--- config.mk ---
export PLATFORM = sky130hd
export DESIGN_NAME = ges_ctrl
export DESIGN_NICKNAME = d
export VERILOG_FILES = /design/src/design/ges_pkg.sv /design/src/design/ges_ctrl.sv
export SDC_FILE = /design/constraint.sdc
export NUM_CORES = 1
export LEC_CHECK = 0
export ABC_CLOCK_PERIOD_IN_PS = 3850
export CAP_MARGIN = 20
export CORE_UTILIZATION = 49
export CTS_BUF_LIST = sky130_fd_sc_hd__clkbuf_4
export DETAILED_ROUTE_END_ITERATION = 12
export DONT_BUFFER_PORTS = 1
export PLACE_DENSITY = 0.66
export SYNTH_ARGS = -nofsm -noshare
export SYNTH_HDL_FRONTEND = slang
export SYNTH_SLANG_ARGS = --single-unit
--- constraint.sdc ---
create_clock -name clock -period 3.85 [get_ports clock]
set_input_delay 0.385 -clock clock [delete_from_list [all_inputs] [get_ports clock]]
set_output_delay 0.385 -clock clock [all_outputs]
set_load 0.01 [all_outputs]
--- src/design/ges_pkg.sv ---
// ----------------------------------------------------------------------------
// Gaussian elimination solver package
// Datapath operation codes and the command and status bundles that pass
// between the controller and the datapath.
// ----------------------------------------------------------------------------
package ges_pkg;

   localparam int DATA_W = 32;
   localparam int FRAC_W = 16;

   typedef enum logic [3:0] {
      OP_NONE,
      OP_LOAD_PIV,
      OP_DIV_ELIM,
      OP_DIV_BACK,
      OP_STORE_RATIO,
      OP_STORE_X,
      OP_ZERO_X,
      OP_LOAD_A,
      OP_MUL,
      OP_QMUL,
      OP_ACC,
      OP_CLR_SUM
   } dp_op_type;

   typedef struct packed {
      dp_op_type op;
      logic      ram_we;
      logic      wr_load;
      logic      mul_x;
   } dp_cmd_type;

   typedef struct packed {
      logic              piv_zero;
      logic              div_done;
      logic [DATA_W-1:0] x_value;
   } dp_status_type;

endpackage

--- src/design/ges_ctrl.sv ---
// ----------------------------------------------------------------------------
// Gaussian elimination solver controller
// Holds the equation count, sequences matrix loading, forward elimination,
// back substitution and result delivery, and drives the datapath commands.
// ----------------------------------------------------------------------------
module ges_ctrl import ges_pkg::*; #(
   parameter int MAX_EQUATIONS = 8
) (
   input  logic                   clock,
   input  logic                   reset,
   input  logic                   req_valid,
   output logic                   req_stall,
   input  logic                   csr_write_enable,
   input  logic [3:0]             csr_write_data,
   output logic                   rsp_valid,
   input  logic                   rsp_stall,
   output logic [2:0]             rsp_variable_index,
   output logic signed [DATA_W-1:0] rsp_solution_value,
   output logic                   rsp_singular,
   output logic                   rsp_last_result,
   output dp_cmd_type             cmd,
   output logic [$clog2(MAX_EQUATIONS*(MAX_EQUATIONS+1))-1:0] raddr,
   output logic [$clog2(MAX_EQUATIONS*(MAX_EQUATIONS+1))-1:0] waddr,
   output logic [$clog2(MAX_EQUATIONS)-1:0] x_idx,
   input  dp_status_type          status
);

   localparam int COLS   = MAX_EQUATIONS + 1;
   localparam int ADDR_W = $clog2(MAX_EQUATIONS * COLS);
   localparam int CNT_W  = $clog2(MAX_EQUATIONS + 1);
   localparam int XI_W   = $clog2(MAX_EQUATIONS);

   typedef enum logic [4:0] {
      S_LOAD,
      S_E_PRD, S_E_PLD, S_E_PCHK,
      S_E_RRD, S_E_RDIV, S_E_RWAIT,
      S_E_K0, S_E_K1, S_E_K2, S_E_K3, S_E_K4,
      S_B_START,
      S_B_J0, S_B_J1, S_B_J2, S_B_J3, S_B_J4,
      S_B_PRD, S_B_PLD, S_B_DIV, S_B_WAIT,
      S_O_SET, S_O_WAIT
   } state_type;

   state_type state_ff, state_in;
   logic [3:0]       count_ff, count_in;
   logic [CNT_W-1:0] row_ff, row_in, col_ff, col_in;
   logic [CNT_W-1:0] i_ff, i_in, j_ff, j_in, k_ff, k_in;
   logic             sing_ff, sing_in;
   logic             valid_ff, valid_in;
   logic [2:0]       index_ff, index_in;
   logic signed [DATA_W-1:0] value_ff, value_in;
   logic             rsing_ff, rsing_in;
   logic             last_ff, last_in;
   logic [CNT_W-1:0] n;
   logic [CNT_W-1:0] i_next, j_next;

   function automatic logic [ADDR_W-1:0] addr_of(input logic [CNT_W-1:0] r,
                                                 input logic [CNT_W-1:0] c);
      addr_of = ADDR_W'(r * COLS + c);
   endfunction

   always_comb begin
      if (count_ff == '0) begin
         n = CNT_W'(1);
      end else if (32'(count_ff) > MAX_EQUATIONS) begin
         n = CNT_W'(MAX_EQUATIONS);
      end else begin
         n = CNT_W'(count_ff);
      end
   end

   assign i_next = CNT_W'(i_ff + 1'b1);
   assign j_next = CNT_W'(j_ff + 1'b1);

   always_comb begin
      state_in = state_ff;
      count_in = count_ff;
      row_in   = row_ff;
      col_in   = col_ff;
      i_in     = i_ff;
      j_in     = j_ff;
      k_in     = k_ff;
      sing_in  = sing_ff;
      valid_in = valid_ff;
      index_in = index_ff;
      value_in = value_ff;
      rsing_in = rsing_ff;
      last_in  = last_ff;
      cmd      = '{op: OP_NONE, ram_we: 1'b0, wr_load: 1'b0, mul_x: 1'b0};
      raddr    = addr_of(i_ff, i_ff);
      waddr    = addr_of(row_ff, col_ff);
      x_idx    = i_ff[XI_W-1:0];

      case (state_ff)
         S_LOAD: begin
            if (req_valid) begin
               cmd.ram_we  = 1'b1;
               cmd.wr_load = 1'b1;
               if (col_ff == n) begin
                  col_in = '0;
                  if (CNT_W'(row_ff + 1'b1) == n) begin
                     row_in   = '0;
                     i_in     = '0;
                     sing_in  = 1'b0;
                     state_in = S_E_PRD;
                  end else begin
                     row_in = CNT_W'(row_ff + 1'b1);
                  end
               end else begin
                  col_in = CNT_W'(col_ff + 1'b1);
               end
            end
         end
         S_E_PRD: begin
            raddr    = addr_of(i_ff, i_ff);
            state_in = S_E_PLD;
         end
         S_E_PLD: begin
            cmd.op   = OP_LOAD_PIV;
            state_in = S_E_PCHK;
         end
         S_E_PCHK: begin
            // A zero pivot leaves the rows below untouched for this column.
            if (status.piv_zero || i_next == n) begin
               sing_in = sing_ff | status.piv_zero;
               if (i_next == n) begin
                  i_in     = CNT_W'(n - 1'b1);
                  state_in = S_B_START;
               end else begin
                  i_in     = i_next;
                  state_in = S_E_PRD;
               end
            end else begin
               j_in     = i_next;
               state_in = S_E_RRD;
            end
         end
         S_E_RRD: begin
            raddr    = addr_of(j_ff, i_ff);
            state_in = S_E_RDIV;
         end
         S_E_RDIV: begin
            cmd.op   = OP_DIV_ELIM;
            state_in = S_E_RWAIT;
         end
         S_E_RWAIT: begin
            if (status.div_done) begin
               cmd.op   = OP_STORE_RATIO;
               k_in     = '0;
               state_in = S_E_K0;
            end
         end
         S_E_K0: begin
            raddr    = addr_of(i_ff, k_ff);
            state_in = S_E_K1;
         end
         S_E_K1: begin
            raddr    = addr_of(j_ff, k_ff);
            cmd.op   = OP_LOAD_A;
            state_in = S_E_K2;
         end
         S_E_K2: begin
            cmd.op   = OP_MUL;
            state_in = S_E_K3;
         end
         S_E_K3: begin
            cmd.op   = OP_QMUL;
            state_in = S_E_K4;
         end
         S_E_K4: begin
            cmd.ram_we = 1'b1;
            waddr      = addr_of(j_ff, k_ff);
            if (k_ff == n) begin
               if (j_next == n) begin
                  if (i_next == n) begin
                     i_in     = CNT_W'(n - 1'b1);
                     state_in = S_B_START;
                  end else begin
                     i_in     = i_next;
                     state_in = S_E_PRD;
                  end
               end else begin
                  j_in     = j_next;
                  state_in = S_E_RRD;
               end
            end else begin
               k_in     = CNT_W'(k_ff + 1'b1);
               state_in = S_E_K0;
            end
         end
         S_B_START: begin
            cmd.op = OP_CLR_SUM;
            j_in   = i_next;
            if (i_next == n) begin
               state_in = S_B_PRD;
            end else begin
               state_in = S_B_J0;
            end
         end
         S_B_J0: begin
            raddr    = addr_of(i_ff, j_ff);
            state_in = S_B_J1;
         end
         S_B_J1: begin
            cmd.op   = OP_LOAD_A;
            state_in = S_B_J2;
         end
         S_B_J2: begin
            cmd.op    = OP_MUL;
            cmd.mul_x = 1'b1;
            x_idx     = j_ff[XI_W-1:0];
            state_in  = S_B_J3;
         end
         S_B_J3: begin
            cmd.op   = OP_QMUL;
            state_in = S_B_J4;
         end
         S_B_J4: begin
            cmd.op = OP_ACC;
            if (j_next == n) begin
               state_in = S_B_PRD;
            end else begin
               j_in     = j_next;
               state_in = S_B_J0;
            end
         end
         S_B_PRD: begin
            raddr    = addr_of(i_ff, i_ff);
            state_in = S_B_PLD;
         end
         S_B_PLD: begin
            cmd.op   = OP_LOAD_PIV;
            raddr    = addr_of(i_ff, n);
            state_in = S_B_DIV;
         end
         S_B_DIV: begin
            if (status.piv_zero) begin
               cmd.op  = OP_ZERO_X;
               sing_in = 1'b1;
               if (i_ff == '0) begin
                  state_in = S_O_SET;
               end else begin
                  i_in     = CNT_W'(i_ff - 1'b1);
                  state_in = S_B_START;
               end
            end else begin
               cmd.op   = OP_DIV_BACK;
               state_in = S_B_WAIT;
            end
         end
         S_B_WAIT: begin
            if (status.div_done) begin
               cmd.op = OP_STORE_X;
               if (i_ff == '0) begin
                  state_in = S_O_SET;
               end else begin
                  i_in     = CNT_W'(i_ff - 1'b1);
                  state_in = S_B_START;
               end
            end
         end
         S_O_SET: begin
            valid_in = 1'b1;
            index_in = 3'(i_ff);
            value_in = sing_ff ? '0 : status.x_value;
            rsing_in = sing_ff;
            last_in  = (i_next == n);
            state_in = S_O_WAIT;
         end
         S_O_WAIT: begin
            if (!rsp_stall) begin
               valid_in = 1'b0;
               if (i_next == n) begin
                  state_in = S_LOAD;
               end else begin
                  i_in     = i_next;
                  state_in = S_O_SET;
               end
            end
         end
         default: begin
            state_in = S_LOAD;
         end
      endcase

      // A count write drops any partly loaded system.
      if (csr_write_enable) begin
         count_in = csr_write_data;
         row_in   = '0;
         col_in   = '0;
         sing_in  = 1'b0;
      end
   end

   always_ff @(posedge clock) begin
      if (reset) begin
         state_ff <= S_LOAD;
         count_ff <= 4'd8;
         row_ff   <= '0;
         col_ff   <= '0;
         i_ff     <= '0;
         j_ff     <= '0;
         k_ff     <= '0;
         sing_ff  <= 1'b0;
         valid_ff <= 1'b0;
      end else begin
         state_ff <= state_in;
         count_ff <= count_in;
         row_ff   <= row_in;
         col_ff   <= col_in;
         i_ff     <= i_in;
         j_ff     <= j_in;
         k_ff     <= k_in;
         sing_ff  <= sing_in;
         valid_ff <= valid_in;
      end
      index_ff <= index_in;
      value_ff <= value_in;
      rsing_ff <= rsing_in;
      last_ff  <= last_in;
   end

   assign req_stall          = (state_ff != S_LOAD);
   assign rsp_valid          = valid_ff;
   assign rsp_variable_index = index_ff;
   assign rsp_solution_value = value_ff;
   assign rsp_singular       = rsing_ff;
   assign rsp_last_result    = last_ff;

endmodule

### Word level (Yosys, flattened, before mapping)

Cells that the tools add are included.

* register bits after elaboration: 68
* output and inout bits: 63

* bitwise logic cells: 1
* eq/ne operators: 41
* $add $sub $neg: 14
* multipliers: 3
* $lt $le $gt $ge: 1
* multiplexer cells: 59
* reduce and logical (&&, ||, !) cells: 23

Operators by type and width (number)
* 5-bit case mux with 24 select lines: 1
* 4-bit 2-to-1 mux: 22
* 5-bit 2-to-1 mux: 14
* 7-bit by 4-bit adder with 7-bit output: 7
* 5-bit by 4-bit equality test with 1-bit output, second input constant: 8
* 5-bit equality test, second input constant: 8
* 4-bit case mux with 10 select lines: 1
* 7-bit case mux with 5 select lines: 1
* 2-bit != test, second input constant: 13
* 4-bit case mux with 6 select lines: 1
* 4-bit by 4-bit multiplier with 7-bit output, second input constant: 3
* 4-bit by 1-bit adder with 4-bit output, second input constant: 5
* 4-bit equality test: 5
* 5-bit by 3-bit equality test with 1-bit output, second input constant: 4
* 4-bit case mux with 4 select lines: 1
* 3-bit 2-to-1 mux: 4
* 6-bit AND reduction: 2
* 11-bit AND reduction: 1
* 5-bit by 2-bit equality test with 1-bit output, second input constant: 2
* 2-bit OR reduction: 5
* 3-bit AND reduction: 3
* 4-bit zero test: 2
* 1-bit 2-to-1 mux: 8
* 4-bit case mux with 2 select lines: 1
* 16 further kinds: 20

### Depth between registers and ports, before layout

* depth in word-level cells: 8
* gate-level depth with buffers: 16
* gate-level depth less buffers: 15

### Worst setup path after synthesis

OpenSTA, ideal clock, no wires.

* path kind: register to output
* start: register state_ff[1]
* end: output raddr[6]
* path slack: 0.488 ns
* path buffers: 2
* arrival: 2.977 ns
* cell stages (with the launch flop): 16
* cell sequence: dfxtp_1 > clkbuf_1 > clkbuf_1 > o21ai_0 > o21ai_0 > nand2_1 > a22oi_1 > o21ai_0 > ha_1 > fa_1 > a21o_1 > a21oi_1 > nor2_1 > xnor2_1 > a22oi_1 > nand2_1

* longest elaborated chain between the ends: 2
* elaborated cells between the ends (all ways): 6
* those cells by class: eq/ne (5); mux (1)

Ends and longest elaborated chain
* start, declared: line ges_ctrl.sv:44 `state_type state_ff, state_in;`
* start signal, assigned: line ges_ctrl.sv:307 `state_ff <= state_in;`
* 5-bit equality test, or another cell as far along: line ges_ctrl.sv:94 `case (state_ff)`
* 7-bit case mux with 5 select lines *: line ges_ctrl.sv:94
* end, declared: line ges_ctrl.sv:22 `output logic [$clog2(MAX_EQUATIONS*(MAX_EQUATIONS+1))-1:0] raddr,`

Mark *: on every way between the ends. The rest lies on a longest branch, timed or not.

### Worst setup path after layout

* start: register state_ff[2]
* end: output raddr[6]

Same word-level chain as after synthesis.

==> reports/metrics.csv <==
stage,metric,value,unit
status,status,"finished, final reports clean",
route,dr_total_vias,4802,
timing,rsz0062_at_grt,no,
global_routing,overflow,0,
timing,fin_worst_skew,30.6,ps
route,routed_via_density,6.34,
synth,synth.avg_cell_area,8.73,um^2
clock_network,clock_latency,450,ps
clock_network,path_clk_slew,140,ps
cells_and_area,nets,699,
worst_setup_path,crit_start,state_ff[2],
timing,fin_crit,3620,ps
synth,synth.most_common_cell,nor2_1,
synth,ys_seq_area_share,32.0,%
timing,setup_ws,228,ps
route,wirelength,15000,um
timing,hold_viol_final,0,
power_and_ir_drop,power_frac_clock,24.0,%
run,drv_cap,0,
synth,synth.top_cell.area_share,20.6,%
placement,pre_cts_slack,442,ps
cells_and_area,multi_input_area,3420,um^2
cells_and_area,synthToLayoutAreaGrowth,6.02,%
worst_setup_path,arrival,3240,ps
power_and_ir_drop,p_int,0.00139,W
power_and_ir_drop,design_power_total,0.00230,W
die,core-area,10500,um^2
worst_setup_path,cpMaxStageDelayCell,dfxtp_4,
cells_and_area,antenna-diode-count,0,
cells_and_area,drive_above_1_share,10.6,%
worst_setup_path,cp_slowest_stage_delay,430,ps
power_and_ir_drop,p_seq_share,37.5,%
clock_network,cts_tree,done,
timing,worst_slew_pin_slew,811,ps
die,fp-row-count,37,
synth,synth_common_cells,"nor2_1 (57), nand2_1 (52), a21oi_1 (46), nor2b_1 (43), o21ai_0 (38)",
route,ant_nets,0,
die,fp.dieH,107,um
worst_setup_path,reg2reg_depth,9,
power_and_ir_drop,pwr_density_cell,401,nW/um^2
die,die_area,11500,um^2
route,first_iter_violations,489,
worst_setup_path,crit_fanout,8,
placement,place_hpwl,11200,um
worst_setup_path,cp_data_required_time,3460,ps
worst_setup_path,cp-start-kind,flip-flop,
global_routing,grt_pass1_wl,24400,um
power_and_ir_drop,ir_drop,190,uV
synth,mappedNetlistArea,5410,um^2
timing,report.final.slew_viol_count,0,
cells_and_area,seqCellArea,1740,um^2
die,die_w,107,um
timing,slew_headroom,45.5,%
route,avgRoutedWirePerCell,19.8,um
synth,yosysWarnings,0,
worst_setup_path,critPathKind,reg -> out,
clock_network,cts_buffers,9,
timing,finalSetupViolations,0,
timing,whs,25.8,ps
die,initial_core_util,51.4,%
route,route.detailed.drc,0,
min_path,hold_class,in -> reg,
route,firstDrtPassIters,5,
worst_setup_path,end_kind,primary output,
synth,synth-edff-count,37,
global_routing,grt.total_usage,27.4,%
synth,synth_ff_type,edfxtp_1,
min_path,min_from,reset,
power_and_ir_drop,power.share.combinational,38.5,%
synth,ys_ff_latch,68,
placement,dp.cells,737,
timing,setup_tns,0,ps
synth,syn_nets,702,
worst_setup_path,rr_startpoint,i_ff[1],
synth,syn_inst,619,
cells_and_area,nFillCells,947,
global_routing,grt_max_degree,38,
placement,place.gp.congestion,0.971,
cells_and_area,instances_no_fill,757,
timing,finalCritPeriodShare,94.1,%
min_path,worstHoldPathCells,1,
clock_network,clkSinkCount,68,
power_and_ir_drop,p_sw_share,39.6,%
clock_network,root_buffer,clkbuf_4,
synth,synth-async-reset-ratio,0,%
global_routing,grt_pass1_vias,4610,
power_and_ir_drop,p_switching,0.000910,W
timing,fmaxAchievable,0.276,GHz
clock_network,clk_path_buf_depth,2,
placement,portBuffers,0,
synth,ys_types,81,
synth,synth_area_leaders,"edfxtp_1 (21%), dfxtp_1 (11%), ha_1 (8.3%)",
synth,yosys.area.top_type,edfxtp_1,
worst_setup_path,path_cells,clkinv_1 > nor2_1 > o21ai_0 > o21ai_1 > nand2_1 > a22oi_1 > o21ai_0 > ha_1 > fa_1 > a21o_1 > a21oi_2 > nor2_1 > xnor2_1 > a22oi_1 > nand2_1,
global_routing,antenna_found_initial,0,
power_and_ir_drop,cellLeakagePower,2.23,nW
clock_network,htreeDepth,3,
die,ios,106,
cell families (layout without fill, tap and decap cells):
logic type	after synthesis	in the layout	synth area share, %
muxes	12	12	2.34
buffers and inverters	52	54	4.84
xor gates and xnor gates	35	35	5.67
and+or+nand+nor	235	235	22.4
DFF	68	68	32.0
adders and majority gates	40	40	9.81
AOI/OAI and AO/OA	177	177	22.9
per-layer routing:
layer,share of wire [%],GRT usage (%)
met1,44,35.7
met2,45,44.1
met3,8.5,5.23
met4,2.4,11.4
met5,0,0
sequential cells by signal, indices dropped and copies added (netlist names), 3 cells and up:
| name | flops |
|---|---|
| rsp_variable_index | 3 |
| i_ff | 4 |
| count_ff | 4 |
| j_ff | 4 |
| rsp_solution_value | 32 |
| k_ff | 4 |
| state_ff | 5 |
| col_ff | 4 |
| row_ff | 4 |
area by class of cell:
class,instances,share of cell area [%]
Clock inverter,6,1.57
Tap cell,136,2.97
Timing Repair Buffer,21,2.93
Sequential cell,68,30.4
Clock buffer,10,1.31
Multi-Input combinational cell,499,59.7
Inverter,17,1.11
what timing repair did:
action	CTS	global route
gates resized for setup	2	7
hold buffers	1	0
setup buffers	0	2
pin swaps	0	0
endpoints found under the setup margin	1	3
hold endpoints to repair	16	0
final timing paths:
check | slack [ps] | end
max | 230 | raddr[6]
min | 30 | i_ff[1]
max reg2reg | 750 | i_ff[2]
min reg2reg | 540 | rsp_valid
metrics by stage:
stage / util (%) / instance area (um^2)
2_1_floorplan: - / 5410
3_3_place_gp: 52.4 / 5510
3_5_place_dp: 52.4 / 5510
4_1_cts: 54.1 / 5690
5_1_grt: 54.5 / 5730
6_report: 54.5 / 5730
cells in the final DEF, fill, tap and decap left out, types with 4 or more instances in the layout:
| cell type | n |
|---|---|
| a21o_1 | 9 |
| a21oi_1 | 45 |
| a221o_1 | 4 |
| a22oi_1 | 11 |
| a311oi_1 | 5 |
| a31oi_1 | 8 |
| and2_1 | 4 |
| buf_4 | 19 |
| clkbuf_4 | 10 |
| dfxtp_1 | 28 |
| edfxtp_1 | 37 |
| fa_1 | 4 |
| ha_1 | 36 |
| inv_1 | 15 |
| mux2_2 | 5 |
| mux2i_1 | 7 |
| nand2_1 | 52 |
| nand2b_1 | 8 |
| nand3_1 | 13 |
| nand3b_1 | 5 |
| nor2_1 | 57 |
| nor2b_1 | 42 |
| nor3_1 | 18 |
| o21a_1 | 7 |
| o21ai_0 | 37 |
| o22ai_1 | 6 |
| o31ai_1 | 4 |
| or3_1 | 6 |
| xnor2_1 | 24 |
| xor2_1 | 11 |
worst max-delay path: cells and delay by family, from the launching register on:
family                   cells  cell delay (ps)
AO/OA/AOI/OAI                7             1090
XOR/XNOR                     1              120
adder cells (fa/ha/maj)      2              620
buffers and inverters        1               90
flip-flops                   1              430
AND/OR/NAND/NOR              4              430
power groups by stage:
stage / clock network (W) / logic, W / registers [W]
2_1_floorplan: 0 / 0.000685 / 0.000845
3_3_place_gp: 0 / 0.000838 / 0.000878
3_5_place_dp: 0 / 0.000850 / 0.000879
4_1_cts: 0.000561 / 0.000858 / 0.000863
5_1_grt: 0.000590 / 0.000968 / 0.000872
6_report: 0.000553 / 0.000885 / 0.000863
No activity file was read; power rests on OpenSTA's default activity.
